--- config.mk ---
export PLATFORM = sky130hd
export DESIGN_NAME = sctp_packet_crc32c_checker_core_flat
export DESIGN_NICKNAME = d
export VERILOG_FILES = /design/src/hdl/sctpcrc_pkg.sv /design/src/hdl/sctpcrc_in_if.sv /design/src/hdl/sctpcrc_out_if.sv /design/src/hdl/sctpcrc_in_reg.sv /design/src/hdl/sctpcrc_engine.sv /design/src/hdl/sctp_packet_crc32c_checker_core.sv /design/src/flat_wrapper.sv
export SDC_FILE = /design/constraint.sdc
export NUM_CORES = 1
export LEC_CHECK = 0
export BUFFER_PORTS_ARGS = -buffer_cell sky130_fd_sc_hd__buf_2
export CAP_MARGIN = 20
export CORE_MARGIN = 5
export CORE_UTILIZATION = 64
export CTS_CLUSTER_DIAMETER = 120
export DETAILED_ROUTE_END_ITERATION = 12
export PLACE_DENSITY = 0.85
export SYNTH_ARGS = -nofsm -noshare
export SYNTH_HDL_FRONTEND = slang
export SYNTH_SLANG_ARGS = --single-unit
--- constraint.sdc ---
create_clock -name i_clk -period 6.7 [get_ports i_clk]
set_input_delay 1.675 -clock i_clk [delete_from_list [all_inputs] [get_ports i_clk]]
set_output_delay 1.675 -clock i_clk [all_outputs]
set_load 0.02 [all_outputs]
--- src/hdl/sctpcrc_pkg.sv ---
// ----------------------------------------------------------------------------
// SCTP CRC32C checker package
// Shared constants, verdict codes, the input item type and the byte-wise
// CRC32C update.
// ----------------------------------------------------------------------------
package sctpcrc_pkg;

    localparam logic [31:0] CRC_POLY   = 32'h82F6_3B78;
    localparam logic [31:0] CRC_INIT   = 32'hFFFF_FFFF;
    localparam int          POS_W      = 4;
    localparam logic [3:0]  HEADER_LEN = 4'd12;

    localparam logic [3:0]  POS_SRC_HI = 4'd0;
    localparam logic [3:0]  POS_SRC_LO = 4'd1;
    localparam logic [3:0]  POS_DST_HI = 4'd2;
    localparam logic [3:0]  POS_DST_LO = 4'd3;
    localparam logic [3:0]  POS_CSUM   = 4'd8;

    localparam logic [1:0]  VERDICT_OK       = 2'd0;
    localparam logic [1:0]  VERDICT_SHORT    = 2'd1;
    localparam logic [1:0]  VERDICT_ZERO_PRT = 2'd2;
    localparam logic [1:0]  VERDICT_MISMATCH = 2'd3;

    typedef struct packed {
        logic [7:0] packet_byte;
        logic       last_byte;
    } t_in_item;

    // Reflected CRC32C update by one byte; the loop unrolls into an XOR network.
    function automatic logic [31:0] crc_byte(input logic [31:0] c_in,
                                             input logic [7:0]  b);
        logic [31:0] c;
        c = c_in ^ {24'd0, b};
        for (int i = 0; i < 8; i++) begin
            c = c[0] ? ((c >> 1) ^ CRC_POLY) : (c >> 1);
        end
        return c;
    endfunction

endpackage

--- src/hdl/sctpcrc_in_if.sv ---
// ----------------------------------------------------------------------------
// SCTP CRC32C checker input channel
// Valid/ready channel that carries one packet byte per item.
// ----------------------------------------------------------------------------
interface sctpcrc_in_if;
    logic       valid;
    logic       ready;
    logic [7:0] packet_byte;
    logic       last_byte;

    modport source (output valid, output packet_byte, output last_byte, input ready);
    modport sink   (input valid, input packet_byte, input last_byte, output ready);
endinterface

--- src/hdl/sctpcrc_out_if.sv ---
// ----------------------------------------------------------------------------
// SCTP CRC32C checker result channel
// Valid/ready channel that carries one packet verdict per item.
// ----------------------------------------------------------------------------
interface sctpcrc_out_if;
    logic        valid;
    logic        ready;
    logic        packet_ok;
    logic [1:0]  verdict;
    logic [31:0] computed_crc;
    logic [31:0] received_crc;

    modport source (output valid, output packet_ok, output verdict,
                    output computed_crc, output received_crc, input ready);
    modport sink   (input valid, input packet_ok, input verdict,
                    input computed_crc, input received_crc, output ready);
endinterface

--- src/hdl/sctpcrc_in_reg.sv ---
// ----------------------------------------------------------------------------
// SCTP CRC32C checker input register
// Holds one accepted byte until the engine consumes it.
// ----------------------------------------------------------------------------
module sctpcrc_in_reg
    import sctpcrc_pkg::*;
(
    input  logic           i_clk,
    input  logic           i_rst_n,
    sctpcrc_in_if.sink     i_in,
    input  logic           i_take,
    output logic           o_valid,
    output t_in_item       o_item
);

    logic     r_valid;
    t_in_item r_item;

    assign i_in.ready = !r_valid || i_take;
    assign o_valid    = r_valid;
    assign o_item     = r_item;

    always_ff @(posedge i_clk) begin
        if (!i_rst_n) begin
            r_valid <= 1'b0;
        end else if (i_in.ready) begin
            r_valid <= i_in.valid;
        end
    end

    always_ff @(posedge i_clk) begin
        if (i_in.valid && i_in.ready) begin
            r_item.packet_byte <= i_in.packet_byte;
            r_item.last_byte   <= i_in.last_byte;
        end
    end

endmodule

--- src/hdl/sctpcrc_engine.sv ---
// ----------------------------------------------------------------------------
// SCTP CRC32C checker engine
// Per-packet CRC and header capture, verdict logic and the result register.
// ----------------------------------------------------------------------------
module sctpcrc_engine
    import sctpcrc_pkg::*;
(
    input  logic           i_clk,
    input  logic           i_rst_n,
    input  logic           i_big_endian,
    input  logic           i_item_valid,
    input  t_in_item       i_item,
    output logic           o_take,
    sctpcrc_out_if.source  o_out
);

    logic [31:0]      r_crc;
    logic [POS_W-1:0] r_pos;
    logic [15:0]      r_src;
    logic [15:0]      r_dst;
    logic [31:0]      r_stored;

    logic [31:0]      n_crc;
    logic [POS_W-1:0] n_pos;
    logic [15:0]      n_src;
    logic [15:0]      n_dst;
    logic [31:0]      n_stored;
    logic [7:0]       feed;
    logic [31:0]      computed;
    logic [1:0]       verdict;

    logic             r_out_valid;
    logic             r_ok;
    logic [1:0]       r_verdict;
    logic [31:0]      r_computed;
    logic [31:0]      r_received;

    // A byte that ends no packet makes no result, so it never waits on the output.
    assign o_take = i_item_valid && (!i_item.last_byte || !r_out_valid || o_out.ready);

    always_comb begin
        n_src    = r_src;
        n_dst    = r_dst;
        n_stored = r_stored;
        feed     = i_item.packet_byte;
        if (r_pos == POS_SRC_HI) begin
            n_src[15:8] = i_item.packet_byte;
        end else if (r_pos == POS_SRC_LO) begin
            n_src[7:0] = i_item.packet_byte;
        end else if (r_pos == POS_DST_HI) begin
            n_dst[15:8] = i_item.packet_byte;
        end else if (r_pos == POS_DST_LO) begin
            n_dst[7:0] = i_item.packet_byte;
        end else if (r_pos >= POS_CSUM && r_pos < HEADER_LEN) begin
            // The checksum field enters the CRC as zero.
            feed = 8'd0;
            if (i_big_endian) begin
                n_stored = {r_stored[23:0], i_item.packet_byte};
            end else begin
                n_stored[{r_pos[1:0], 3'b000} +: 8] = i_item.packet_byte;
            end
        end
        n_crc    = crc_byte(r_crc, feed);
        n_pos    = (r_pos < HEADER_LEN) ? r_pos + 1'b1 : r_pos;
        computed = ~n_crc;
        if (n_pos < HEADER_LEN) begin
            verdict = VERDICT_SHORT;
        end else if (n_src == 16'd0 || n_dst == 16'd0) begin
            verdict = VERDICT_ZERO_PRT;
        end else if (computed != n_stored) begin
            verdict = VERDICT_MISMATCH;
        end else begin
            verdict = VERDICT_OK;
        end
    end

    always_ff @(posedge i_clk) begin
        if (!i_rst_n) begin
            r_crc    <= CRC_INIT;
            r_pos    <= '0;
            r_src    <= '0;
            r_dst    <= '0;
            r_stored <= '0;
        end else if (o_take) begin
            if (i_item.last_byte) begin
                r_crc    <= CRC_INIT;
                r_pos    <= '0;
                r_src    <= '0;
                r_dst    <= '0;
                r_stored <= '0;
            end else begin
                r_crc    <= n_crc;
                r_pos    <= n_pos;
                r_src    <= n_src;
                r_dst    <= n_dst;
                r_stored <= n_stored;
            end
        end
    end

    always_ff @(posedge i_clk) begin
        if (!i_rst_n) begin
            r_out_valid <= 1'b0;
        end else if (o_take && i_item.last_byte) begin
            r_out_valid <= 1'b1;
        end else if (o_out.ready) begin
            r_out_valid <= 1'b0;
        end
    end

    always_ff @(posedge i_clk) begin
        if (o_take && i_item.last_byte) begin
            r_ok       <= (verdict == VERDICT_OK);
            r_verdict  <= verdict;
            r_computed <= computed;
            r_received <= n_stored;
        end
    end

    assign o_out.valid        = r_out_valid;
    assign o_out.packet_ok    = r_ok;
    assign o_out.verdict      = r_verdict;
    assign o_out.computed_crc = r_computed;
    assign o_out.received_crc = r_received;

endmodule

--- src/hdl/sctp_packet_crc32c_checker_core.sv ---
// ----------------------------------------------------------------------------
// SCTP packet CRC32C checker
// Top level: configuration register, input register and checking engine.
// ----------------------------------------------------------------------------
// The block takes one packet byte per item and can accept a byte in every
// clock cycle unless a last byte finds the result register full. Each byte
// passes an input register and then the CRC and header logic; a packet's
// verdict is registered when its last byte leaves the input register and
// waits in the result register until taken, while bytes of the next packet
// keep flowing. The byte order of the stored checksum is set by the one-bit
// configuration register; the user must write it only while no packet is in
// flight, and the block itself does not enforce this.
module sctp_packet_crc32c_checker_core
    import sctpcrc_pkg::*;
(
    input  logic           i_clk,
    input  logic           i_rst_n,
    input  logic           i_cfg_we,
    input  logic           i_cfg_wdata,
    sctpcrc_in_if.sink     i_in,
    sctpcrc_out_if.source  o_out
);

    logic     r_big_endian;
    logic     item_valid;
    logic     take;
    t_in_item item;

    always_ff @(posedge i_clk) begin
        if (!i_rst_n) begin
            r_big_endian <= 1'b0;
        end else if (i_cfg_we) begin
            r_big_endian <= i_cfg_wdata;
        end
    end

    sctpcrc_in_reg u_in_reg (
        .i_clk   (i_clk),
        .i_rst_n (i_rst_n),
        .i_in    (i_in),
        .i_take  (take),
        .o_valid (item_valid),
        .o_item  (item)
    );

    sctpcrc_engine u_engine (
        .i_clk        (i_clk),
        .i_rst_n      (i_rst_n),
        .i_big_endian (r_big_endian),
        .i_item_valid (item_valid),
        .i_item       (item),
        .o_take       (take),
        .o_out        (o_out)
    );

endmodule

--- src/flat_wrapper.sv ---
// flat-port wrapper written by rule: the top's interface ports become plain ports
module sctp_packet_crc32c_checker_core_flat import sctpcrc_pkg::*;
  (i_clk, i_rst_n, i_cfg_we, i_cfg_wdata, i_in_valid, i_in_packet_byte, i_in_last_byte, i_in_ready, o_out_valid, o_out_packet_ok, o_out_verdict, o_out_computed_crc, o_out_received_crc, o_out_ready);
  sctpcrc_in_if i_in_i ();
  sctpcrc_out_if o_out_i ();
  input  logic i_clk;
  input  logic i_rst_n;
  input  logic i_cfg_we;
  input  logic i_cfg_wdata;
  input wire logic [$bits(i_in_i.valid)-1:0] i_in_valid;
  input wire logic [$bits(i_in_i.packet_byte)-1:0] i_in_packet_byte;
  input wire logic [$bits(i_in_i.last_byte)-1:0] i_in_last_byte;
  output wire logic [$bits(i_in_i.ready)-1:0] i_in_ready;
  output wire logic [$bits(o_out_i.valid)-1:0] o_out_valid;
  output wire logic [$bits(o_out_i.packet_ok)-1:0] o_out_packet_ok;
  output wire logic [$bits(o_out_i.verdict)-1:0] o_out_verdict;
  output wire logic [$bits(o_out_i.computed_crc)-1:0] o_out_computed_crc;
  output wire logic [$bits(o_out_i.received_crc)-1:0] o_out_received_crc;
  input wire logic [$bits(o_out_i.ready)-1:0] o_out_ready;
  assign i_in_i.valid = i_in_valid;
  assign i_in_i.packet_byte = i_in_packet_byte;
  assign i_in_i.last_byte = i_in_last_byte;
  assign i_in_ready = i_in_i.ready;
  assign o_out_valid = o_out_i.valid;
  assign o_out_packet_ok = o_out_i.packet_ok;
  assign o_out_verdict = o_out_i.verdict;
  assign o_out_computed_crc = o_out_i.computed_crc;
  assign o_out_received_crc = o_out_i.received_crc;
  assign o_out_i.ready = o_out_ready;
  sctp_packet_crc32c_checker_core u_core (.i_clk(i_clk), .i_rst_n(i_rst_n), .i_cfg_we(i_cfg_we), .i_cfg_wdata(i_cfg_wdata), .i_in(i_in_i), .o_out(o_out_i));
endmodule
# Word-level counts from Yosys, hierarchy flattened
# Cells that the tools add are included.
[word_totals]
regBits = 179
wordCells = 90
output_inout_bits = 69
[op_classes]
eq_ne = 4
muxes = 39
n_reduce_logical = 16
add_sub_neg = 2
magnitude_cmp = 3
shifts = 2
n_bitwise = 10
[op_table]
columns = ["operator", "count"]
rows = [
  ["2-to-1 mux 32 bit", 16],
  ["NOT 16 -> 17 bit", 8],
  ["2-to-1 mux 8 bit", 11],
  ["2-to-1 mux 16 bit", 4],
  ["bitwise mux 32 bit", 1],
  ["logical NOT 16 bit", 2],
  ["inequality test 32 bit", 1],
  ["NOT 32 bit", 1],
  ["variable shift 8 x 7 -> 32 bit, first input constant", 1],
  ["indexed part select 8 x 7 -> 32 bit", 1],
  ["bitwise XOR 32 x 8 -> 32 bit", 1],
  ["== test 4 x 2 -> 1 bit, second input constant", 2],
  ["less-than comparator 4 bit, second input constant", 2],
  ["2-to-1 mux 4 bit", 2],
  ["negation 5 -> 7 bit", 1],
  ["2-to-1 mux 2 bit", 3],
  ["adder 4 x 1 -> 4 bit, second input constant", 1],
  ["== test 4 x 1 -> 1 bit, second input constant", 1],
  ["greater-or-equal comparator 4 bit, second input constant", 1],
  ["logical AND 1 bit", 4],
  ["logical NOT 4 bit", 1],
  ["logical OR 1 bit", 4],
  ["logical NOT 1 bit", 3],
  ["logical NOT 2 bit", 1],
  ["other kinds (2)", 3],
]

# Longest topological paths before layout
# Gate-level depths: netlist of run 1.
[depth]
word_depth = 30
mapped_depth = 13
depth_no_buf = 13

# By module
# From an unflattened synthesis of run 1, not the netlist that was laid out.
[hier_totals]
cells_unflattened = 776
hier_area_um2 = 8794.7
[modules_own_cells]
columns = ["module", "instances", "area_each_um2", "cells_each"]
rows = [
  ["sctpcrc_engine", 1, 8430.6, 759],
  ["sctpcrc_in_reg", 1, 327.8, 14],
  ["sctp_packet_crc32c_checker_core", 1, 36.3, 3],
]

# Worst setup path after synthesis of run 1
# No wires, ideal clock.
[synth_timing]
kind = "input -> register"
from = "in o_out_ready"
to = "reg u_core.u_engine.r_crc[28]"
setup_ns = 0.080
arrival_time_ns = 4.094
path_stages = 7
path_slack_ns = 2.526
cell_sequence = "nor2b_1 > nand2_1 > and3_1 > nor2b_1 > clkbuf_1 > clkbuf_1 > o211ai_1"
[synth_between]
elab_chain_cells = 2
[synth_rtl]
columns = ["item", "line", "rtl"]
rows = [
  ["start, declared", "flat_wrapper.sv:19", "input wire logic [$bits(o_out_i.ready)-1:0] o_out_ready;"],
  ["logical OR 1 bit", "sctpcrc_engine.sv:39", "assign o_take = i_item_valid && (!i_item.last_byte || !r_out_valid || o_out.ready);"],
  ["logical AND 1 bit", "sctpcrc_engine.sv:39", ""],
  ["end signal, assigned", "sctpcrc_engine.sv:92", "r_crc <= n_crc;"],
  ["end, declared", "sctpcrc_engine.sv:17", "logic [31:0] r_crc;"],
]
# Every way passes these cells.
# A chain may end at the register's enable or synchronous reset.

# Worst setup path in the final report of run 1
[layout_timing]
from = "reg u_core.u_engine.r_pos[2]"
to = "reg u_core.u_engine.r_verdict[1] (netlist: u_core.u_engine.o_out.verdict[1]), data pin"
[layout_between]
elab_chain_cells = 26
elab_cells_between_ends = 53
classes_between = "1 x add/sub; 3 x order compare; 4 x eq/ne; 30 x mux; 10 x bitwise; 5 x reduce/logical"
[layout_rtl]
columns = ["item", "line", "rtl"]
rows = [
  ["start, declared", "sctpcrc_engine.sv:18", "logic [POS_W-1:0] r_pos;"],
  ["start signal, assigned", "sctpcrc_engine.sv:93", "r_pos <= n_pos;"],
  ["greater-or-equal comparator 4 bit / less-than comparator 4 bit (equally long branches)", "sctpcrc_engine.sv:54", "end else if (r_pos >= POS_CSUM && r_pos < HEADER_LEN) begin"],
  ["logical AND 1 bit", "sctpcrc_engine.sv:54", ""],
  ["2-to-1 mux 8 bit", "sctpcrc_engine.sv:54", ""],
  ["2-to-1 mux 8 bit", "sctpcrc_engine.sv:52", "end else if (r_pos == POS_DST_LO) begin"],
  ["2-to-1 mux 8 bit", "sctpcrc_engine.sv:50", "end else if (r_pos == POS_DST_HI) begin"],
  ["2-to-1 mux 8 bit", "sctpcrc_engine.sv:48", "end else if (r_pos == POS_SRC_LO) begin"],
  ["2-to-1 mux 8 bit *", "sctpcrc_engine.sv:46", "if (r_pos == POS_SRC_HI) begin"],
  ["bitwise XOR 32 x 8 -> 32 bit *", "sctpcrc_pkg.sv:33", "c = c_in ^ {24'd0, b};"],
  ["[11 not listed]", "n/a", ""],
  ["2-to-1 mux 32 bit * (2 in series)", "sctpcrc_pkg.sv:35", "c = c[0] ? ((c >> 1) ^ CRC_POLY) : (c >> 1);"],
  ["NOT 32 bit *", "sctpcrc_engine.sv:65", "computed = ~n_crc;"],
  ["net u_core.u_engine.computed[2]", "sctpcrc_engine.sv:29", "logic [31:0] computed;"],
  ["inequality test 32 bit *", "sctpcrc_engine.sv:70", "end else if (computed != n_stored) begin"],
  ["2-to-1 mux 2 bit *", "sctpcrc_engine.sv:70", ""],
  ["2-to-1 mux 2 bit *", "sctpcrc_engine.sv:68", "end else if (n_src == 16'd0 || n_dst == 16'd0) begin"],
  ["2-to-1 mux 2 bit *", "sctpcrc_engine.sv:66", "if (n_pos < HEADER_LEN) begin"],
  ["net u_core.u_engine.verdict[1]", "sctpcrc_engine.sv:30", "logic [1:0] verdict;"],
  ["end signal, assigned", "sctpcrc_engine.sv:114", "r_verdict <= verdict;"],
  ["end, declared", "sctpcrc_engine.sv:34", "logic [1:0] r_verdict;"],
]
# The timed path passes the listed nets; every way through them passes the cells marked *.

==> results of run 1 <==
-- power by group --
group          switching (W)  internal [W]
sequential         0.0000555       0.00126
combinational       0.000736      0.000516
clock               0.000439      0.000590
-- area by class of cell --
class,count,area [um^2]
timing repair buffer,90,468
inverter,15,56.3
fill,976,3740
sequential,179,4340
multi-input combinational,588,4390
clock buffer,17,425
clock inverter,15,178
tap,180,225
-- cell families after synthesis --
family          after synthesis  share of synthesized area, %
mux                           3                         0.334
buf+inv                      67                          3.06
flops                       179                          48.3
xor+xnor                    125                          16.3
compound gates              209                          16.3
simple gates                245                          14.9
fa+ha+maj                     6                         0.834
-- per-stage QoR --
step	hold slack, ns	util, %	cell area (um^2)	std cells
CTS	0.481	72.9	10100	1084
global placement	0.455	68.6	9480	1052
floorplan	0.445	-	9000	834
global route	0.512	72.9	10100	1084
finish	0.488	72.9	10100	1084
detailed placement	0.476	68.6	9480	1052
-- metal layers --
layer	GRT usage, %	part of all wire, %	vias to the layer above	wire (um)
met5	0	0	-	0
met4	13.9	4.6	0	1160
met3	6.52	7.8	83	1960
met2	49.8	48	389	12000
met1	40.0	40	3371	9950
li1	-	-	3154	-
-- state kept, by name, indices dropped and copies added (netlist names), 2 cells and up --
register                            count
u_core.u_engine.r_dst                  16
u_core.u_engine.r_crc                  32
u_core.u_engine.r_pos                   4
u_core.u_engine.o_out.received_crc     32
u_core.u_engine.o_out.computed_crc     32
u_core.u_engine.r_stored               32
u_core.u_in_reg.o_item                  9
u_core.u_engine.r_src                  16
u_core.u_engine.o_out.verdict           2
-- layout by cell type, fill, tap and decap left out, types with 4 or more instances in the layout --
cell       instances
or4_1              4
nor2_1            19
and2_1             8
clkbuf_16         17
nand3_1            7
a31oi_1            6
a211oi_1           4
xnor2_1           65
nand2_1           69
nor4_1            10
inv_1             14
buf_4              7
nor2b_1           75
buf_2             83
o21ai_0           36
a22oi_1           82
ha_1               6
xor2_1            33
a21oi_1           12
nand3b_1           4
o211ai_1          34
nor3_1            10
edfxtp_1          76
a21boi_0           4
dfxtp_1          103
nand4_1            5
o21ai_1            8
xnor3_1           18
inv_6              4
and3_1             8
-- final timing paths --
path / depth (start not counted) / from / endpoint / slack, ns
min: 2 / u_core.u_engine.r_crc[10] / u_core.u_engine.r_crc[10] / 0.49
max: 10 / u_core.u_engine.r_pos[2] / u_core.u_engine.o_out.verdict[1] / 2.27
max reg2reg: 10 / u_core.u_engine.r_pos[2] / u_core.u_engine.o_out.verdict[1] / 2.27
min reg2reg: 2 / u_core.u_engine.r_crc[10] / u_core.u_engine.r_crc[10] / 0.49
-- critical path: cells and delay by family (launching register included) --
| kind | cells | cell delay, ns |
|---|---|---|
| compound gates | 1 | 0.43 |
| xor+xnor | 4 | 1.57 |
| simple gates | 5 | 1.60 |
| flops | 1 | 0.55 |
==> impl_metrics.py, run 1 <==
metrics = {
    "clock_network": {
        "clk_latency_ns": 0.43,
        "ctsLongestPathBuffers": 2,
        "cts_root_buf": "clkbuf_16",
        "post-cts-setup-buffers": 0,
        "path_clk_slew_ns": 0.07,
        "holdBufCountCts": 0,
        "cts_tree": "yes",
        "cts.sinks": 179,
        "cts_buffers": 17,
        "htreeDepth": 4,
        "cts_resized": 0,
    },
    "global_routing": {
        "grt_remaining_overflow": 0,
        "grt_pass1_wl_um": 38700,
        "track_usage_pct": 30.8,
        "grt_max_degree": 72,
        "grt_pass1_vias": 6738,
        "antenna_found_initial": 0,
    },
    "logic_synthesis": {
        "yosysMostFrequentCell": "dfxtp_1",
        "yosysWarnings": 0,
        "synth-async-reset-ratio_pct": 0,
        "synth_area_um2": 9000,
        "synth_seq_cells": 179,
        "yosys.area.top_type_share_pct": 25.4,
        "ys_seq_area_share_pct": 48.3,
        "synthFlopType": "dfxtp_1",
        "synthTopCellsByArea": "edfxtp_1 25%, dfxtp_1 23%, a22oi_1 6.8%, xnor2_1 6.3%, nor2b_1 5.3%",
        "synth_top_area_cell": "edfxtp_1",
        "synth_area_per_cell_um2": 10.8,
        "syn_nets": 855,
        "synth_cell_type_count": 69,
        "synth_edf_count": 76,
        "synth_common_cells": "103 x dfxtp_1, 82 x a22oi_1, 76 x edfxtp_1, 76 x nor2b_1, 70 x nand2_1",
        "syn_inst": 834,
    },
    "power_and_ir_drop": {
        "powerDensity_nw_per_um2": 357,
        "design_power_total_w": 0.00360,
        "p_leak_nw": 3.78,
        "ir_drop_v": 0.000262,
    },
    "run_status": {
        "status": "finished clean",
    },
    "floorplan": {
        "io_pins": 84,
        "die_w_um": 129,
        "core_um2": 13800,
        "rows": 43,
        "start_util_pct": 65.1,
        "die_area_um2": 16500,
        "die_h_um": 129,
    },
    "critical_path": {
        "end_kind": "flop",
        "required_ns": 6.86,
        "crit_fanout": 22,
        "crit_chain": "nand2b_2 -> nand2_1 -> xor2_4 -> xnor3_1 -> xor3_1 -> xor2_1 -> or4_4 -> a2111oi_4 -> nand4_1 -> nor2b_1",
        "max_stage_delay_ns": 0.61,
        "arrival_ns": 4.60,
        "worstSetupStartpointType": "flop",
        "path_class": "reg -> reg",
        "crit_slowest_cell": "xnor3_1",
    },
    "sta": {
        "fmax_ghz": 0.226,
        "period_share_pct": 66.2,
        "clock_skew_ns": 0.00863,
        "period_minus_slack_ns": 4.43,
        "rsz0062_at_grt": "false",
        "relSlewSlack_pct": 29.5,
        "setup_tns_ns": 0,
        "finalMaxSlewViolations": 0,
        "layout_setup_ws_ns": 2.27,
        "setup_violations": 0,
        "worst_pin_slew_ns": 1.05,
        "hold_viol": 0,
    },
    "route": {
        "viasPerCell": 6.45,
        "first_iter_violations": 904,
        "vias": 6997,
        "drc": 0,
        "wl_per_cell_um": 23.1,
        "postRouteAntennaNets": 0,
        "wl_um": 25100,
        "dr.pass1.iters": 7,
    },
    "finish": {
        "diodes": 0,
        "syn2layout_area_growth_pct": 12.1,
        "final_nets": 912,
        "drive_above_1_share_pct": 15.6,
    },
    "min_path": {
        "hold_class": "reg -> reg",
    },
    "placement": {
        "dp_hpwl_um": 17800,
        "port-buffer-count": 83,
        "pre_cts_ws_ns": 2.32,
        "gp_congestion": 0.989,
    },
    "job": {
        "cap_violations": 0,
    },
}
Note: power is estimated with default switching activity, not from simulation.
==> run 2, diff against run 1 <==
Settings changed: CORE_UTILIZATION 64 to 60, PLACE_DENSITY 0.85 to 0.8.
Clock period 6.7 ns to 4.35 ns, I/O delays scaled along.
==> run 2 against run 1 <==
Sequential power increased by 53%. Combinational power increased by 55%. Total power increased by 55%. Routed wire length increased by 3.7%. Via count increased by 1.3%. Non-clock buffer count increased by 34. Critical path depth increased by 1.
==> impl_metrics.py, run 2 (synthesized netlist as in run 1, its figures left out) <==
metrics = {
    "critical_path": {
        "path_class": "reg -> reg",
        "arrival_ns": 4.28,
        "worstSetupStartpointType": "flop",
        "required_ns": 4.52,
        "crit_chain": "nand2b_2 -> buf_4 -> a21oi_1 -> or2_1 -> xnor3_1 -> xor3_1 -> xor2_1 -> or4_4 -> a2111oi_4 -> nand4_1 -> nor2b_1",
        "max_stage_delay_ns": 0.61,
        "crit_fanout": 21,
        "crit_slowest_cell": "dfxtp_1",
        "end_kind": "flop",
    },
    "finish": {
        "fillers": 1074,
        "drive_above_1_share_pct": 18.6,
        "syn2layout_area_growth_pct": 15.3,
        "diodes": 0,
        "final_common_cell": "dfxtp_1",
        "final_area_um2": 10400,
        "final_nets": 947,
        "fin_cells": 1123,
        "final_cell_mix": "103 x dfxtp_1, 83 x buf_2, 82 x a22oi_1",
    },
    "route": {
        "postRouteAntennaNets": 0,
        "wl_um": 26000,
        "viasPerCell": 6.31,
        "first_iter_violations": 679,
        "vias": 7085,
        "drc": 0,
        "dr.pass1.iters": 5,
        "wl_per_cell_um": 23.1,
    },
    "placement": {
        "dp_hpwl_um": 19100,
        "pre_cts_ws_ns": 0.268,
        "gp_congestion": 0.960,
        "placedCellCount": 1089,
        "place_area_um2": 9730,
        "port-buffer-count": 83,
    },
    "run_status": {
        "status": "finished clean",
    },
    "clock_network": {
        "ctsLongestPathBuffers": 2,
        "cts_buffers": 17,
        "path_clk_slew_ns": 0.07,
        "cts_tree": "yes",
        "cts.sinks": 179,
        "cts_root_buf": "clkbuf_16",
        "htreeDepth": 4,
        "clk_latency_ns": 0.44,
    },
    "power_and_ir_drop": {
        "powerDensity_nw_per_um2": 540,
        "p_leak_nw": 3.95,
        "ir_drop_v": 0.000329,
    },
    "sta": {
        "period_share_pct": 94.4,
        "relSlewSlack_pct": 37.9,
        "finalMaxSlewViolations": 0,
        "layout_setup_ws_ns": 0.244,
        "clock_skew_ns": 0.0100,
        "fmax_ghz": 0.244,
        "period_minus_slack_ns": 4.11,
        "worst_pin_slew_ns": 0.921,
        "rsz0062_at_grt": "false",
        "setup_violations": 0,
        "setup_tns_ns": 0,
        "hold_viol": 0,
    },
    "global_routing": {
        "grt_remaining_overflow": 0,
        "grt_pass1_wl_um": 39900,
        "grt_pass1_vias": 6837,
        "use_met2_pct": 48.3,
        "grt-busiest-layer": "met2",
        "antenna_found_initial": 0,
        "grt_max_degree": 72,
        "grtUsageMet1_pct": 37.6,
        "track_usage_pct": 29.4,
        "grtUsageMet3_pct": 7.21,
    },
    "floorplan": {
        "die_w_um": 132,
        "core_um2": 14600,
        "io_pins": 84,
        "rows": 44,
        "die_h_um": 132,
        "start_util_pct": 61.4,
        "die_area_um2": 17500,
    },
    "job": {
        "cap_violations": 0,
    },
    "min_path": {
        "hold_class": "reg -> reg",
    },
}
run 2: cell types whose count changed in the layout (fill, tap and decap cells not counted), sizes merged:
cell      change
buf          +34
bufinv        +1
clkbuf        +4
clkinv        -4
clkinvlp      +1
inv           -2
nor2b         +1
run 2: path summary, 6_finish.rpt:
path                                                start                               end  slack [ns]  cells past startpoint
worst min-delay path            u_core.u_engine.r_crc[11]         u_core.u_engine.r_crc[11]        0.48                      2
worst max register to register   u_core.u_engine.r_pos[2]  u_core.u_engine.o_out.verdict[1]        0.24                     11
worst min register to register  u_core.u_engine.r_crc[11]         u_core.u_engine.r_crc[11]        0.48                      2
worst max-delay path             u_core.u_engine.r_pos[2]  u_core.u_engine.o_out.verdict[1]        0.24                     11
run 2: area by class of cell:
cell class              count  area [um^2]  share of cell area, %
clock buffers              21          440                   4.25
repair buffers            124          723                   6.97
clock inverters            11          176                   1.70
multi-input cells         589         4400                   42.4
inverters                  15         56.3                  0.543
flip-flops and latches    179         4340                   41.9
well taps                 184          230                   2.22
run 2: timing repair:
item | CTS | global route
buffers inserted | 0 | 1
hold buffers | 0 | 0
setup endpoints to repair | 0 | 1
resized for setup | 0 | 1
run 2: per-layer routing:
metal,up-vias,routed length [um]
met1,3433,10400
met4,0,985
li1,3215,-
met3,60,2100
met5,-,0
met2,377,12600
run 2: critical path: cells and delay by family (launching register included):
family,cells,cell delay (ns)
and+or+nand+nor,5,1.49
xor gates and xnor gates,3,0.95
DFF,1,0.61
AOI/OAI and AO/OA,2,0.56
buffers and inverters,1,0.23
run 2: stage by stage:
step	hold WS [ns]	util, %	total power, W
2_1_floorplan	0.445	-	0.00345
3_3_place_gp	0.455	66.5	0.00393
3_5_place_dp	0.479	66.5	0.00395
4_1_cts	0.490	70.7	0.00558
5_1_grt	0.505	70.8	0.00579
6_report	0.484	70.8	0.00560
run 2: report_power, final:
part	total (W)	internal (W)	leakage (nW)	switching [W]
registers	0.00202	0.00194	1.55	0.0000771
clock network	0.00164	0.000968	0.290	0.000670
logic	0.00194	0.000824	2.12	0.00111
total	0.00560	0.00374	3.95	0.00186
==> run 3, diff against run 2 <==
Settings changed: CTS_BUF_LIST set to sky130_fd_sc_hd__clkbuf_16.
==> run 3 against run 2 <==
Total power shrank 0.14%. Final cell count stayed put. First-iteration DRC count down 2.9%. Sequential power barely moved. Sequential share of layout area unchanged. Routed wire length about the same. Sequential cell count unchanged. Via count shrank 0.28%. Hold slack improved by 0.00095 ns. Register-to-register slack barely moved. Critical path type unchanged. Critical endpoint unchanged.
==> impl_metrics.py, run 3 (synthesized netlist as in run 1, its figures left out) <==
metrics = {
    "critical_path": {
        "max_stage_delay_ns": 0.61,
        "arrival_ns": 4.28,
        "crit_fanout": 21,
        "end_kind": "flop",
        "crit_chain": "nand2b_2 -> buf_4 -> a21oi_1 -> or2_1 -> xnor3_1 -> xor3_1 -> xor2_1 -> or4_4 -> a2111oi_4 -> nand4_1 -> nor2b_1",
        "critical-path-top-delay-family": "simple AND/OR/NAND/NOR gates",
        "path_class": "reg -> reg",
        "required_ns": 4.52,
        "crit_slowest_cell": "dfxtp_1",
        "worstSetupStartpointType": "flop",
        "cp_num_buf_inv": 1,
    },
    "global_routing": {
        "grt_pass1_wl_um": 39900,
        "grt_max_degree": 72,
        "grt_remaining_overflow": 0,
        "track_usage_pct": 29.4,
        "antenna_found_initial": 0,
        "grt_pass1_vias": 6830,
    },
    "power_and_ir_drop": {
        "design_power_total_w": 0.00559,
        "ir_drop_v": 0.000330,
        "p_leak_nw": 3.97,
        "powerDensity_nw_per_um2": 539,
    },
    "clock_network": {
        "htreeDepth": 4,
        "cts_root_buf": "clkbuf_16",
        "cts_tree": "yes",
        "clk_latency_ns": 0.44,
        "path_clk_slew_ns": 0.06,
        "holdBufCountCts": 0,
        "cts.sinks": 179,
        "ctsLongestPathBuffers": 2,
        "cts_buffers": 17,
    },
    "finish": {
        "syn2layout_area_growth_pct": 15.3,
        "diodes": 0,
        "drive_above_1_share_pct": 18.6,
        "final_cell_mix": "103 x dfxtp_1, 83 x buf_2, 82 x a22oi_1",
        "final_nets": 947,
        "final_common_cell": "dfxtp_1",
        "fillers": 1074,
    },
    "route": {
        "dr.pass1.iters": 6,
        "first_iter_violations": 659,
        "wl_um": 26000,
        "postRouteAntennaNets": 0,
        "drc": 0,
        "vias": 7065,
        "wl_per_cell_um": 23.2,
        "viasPerCell": 6.29,
    },
    "sta": {
        "fmax_ghz": 0.243,
        "setup_tns_ns": 0,
        "period_minus_slack_ns": 4.11,
        "setup_violations": 0,
        "relSlewSlack_pct": 37.5,
        "period_share_pct": 94.5,
        "hold_viol": 0,
        "finalMaxSlewViolations": 0,
        "rsz0062_at_grt": "false",
        "worst_pin_slew_ns": 0.927,
        "clock_skew_ns": 0.0118,
        "layout_setup_ws_ns": 0.241,
    },
    "floorplan": {
        "die_h_um": 132,
        "rows": 44,
        "die_area_um2": 17500,
        "core_um2": 14600,
        "die_w_um": 132,
        "start_util_pct": 61.4,
        "io_pins": 84,
    },
    "run_status": {
        "status": "finished clean",
    },
    "placement": {
        "gp_congestion": 0.960,
        "dp_hpwl_um": 19100,
        "pre_cts_ws_ns": 0.268,
        "port-buffer-count": 83,
    },
    "job": {
        "cap_violations": 0,
    },
    "min_path": {
        "hold_class": "reg -> reg",
    },
}
==> run 3: timing repair <==
item                                    CTS  global route
endpoints found under the hold margin     0             0
endpoints found under the setup margin    0             1
buffers inserted                          0             1
resized for setup                         0             1
==> run 3: area by class of cell <==
cell class                      instances  area (um^2)  area share [%]
Clock buffer                           17          425            4.10
Clock inverter                         15          191            1.85
Inverter                               15         56.3           0.543
Multi-Input combinational cell        589         4400            42.4
Sequential cell                       179         4340            41.9
Tap cell                              184          230            2.22
Timing Repair Buffer                  124          723            6.97
==> run 3: stage by stage <==
stage,utilization (%),hold WS [ns],cell area (um^2),std cells
after global placement,66.5,0.455,9730,1089
final,70.8,0.485,10400,1123
after CTS,70.7,0.490,10300,1121
after detailed placement,66.5,0.479,9730,1089
after floorplan,-,0.445,9000,834
after global routing,70.8,0.505,10400,1123
==> run 3: worst paths after layout <==
| kind | startpoint | to | slack, ns | cells after the start |
|---|---|---|---|---|
| max | u_core.u_engine.r_pos[2] | u_core.u_engine.o_out.verdict[1] | 0.24 | 11 |
| min | u_core.u_engine.r_crc[11] | u_core.u_engine.r_crc[11] | 0.49 | 2 |
| max reg2reg | u_core.u_engine.r_pos[2] | u_core.u_engine.o_out.verdict[1] | 0.24 | 11 |
| min reg2reg | u_core.u_engine.r_crc[11] | u_core.u_engine.r_crc[11] | 0.49 | 2 |
==> run 3: worst reg2reg max path, stage by stage (launching register included) <==
cell and delay, ns:
dfxtp_1 0.61, nand2b_2 0.22, buf_4 0.23, a21oi_1 0.14, or2_1 0.40, xnor3_1 0.44, xor3_1 0.34, xor2_1 0.17
or4_4 0.55, a2111oi_4 0.43, nand4_1 0.16, nor2b_1 0.17
==> run 3: where the power goes <==
part	internal, W	total, W	switching (W)	leakage, nW
Sequential	0.00194	0.00202	0.0000777	1.55
Clock	0.000959	0.00163	0.000669	0.307
Combinational	0.000825	0.00194	0.00111	2.12
Total	0.00373	0.00559	0.00186	3.97
==> run 3: metal layers <==
layer,wire [um],share of wire (%),track usage (%),vias to the layer above
li1,-,-,-,3213
met1,10500,40,37.7,3420
met2,12700,49,48.3,375
met3,2000,7.7,7.21,57
met4,895,3.4,11.6,0
met5,0,0,0,-
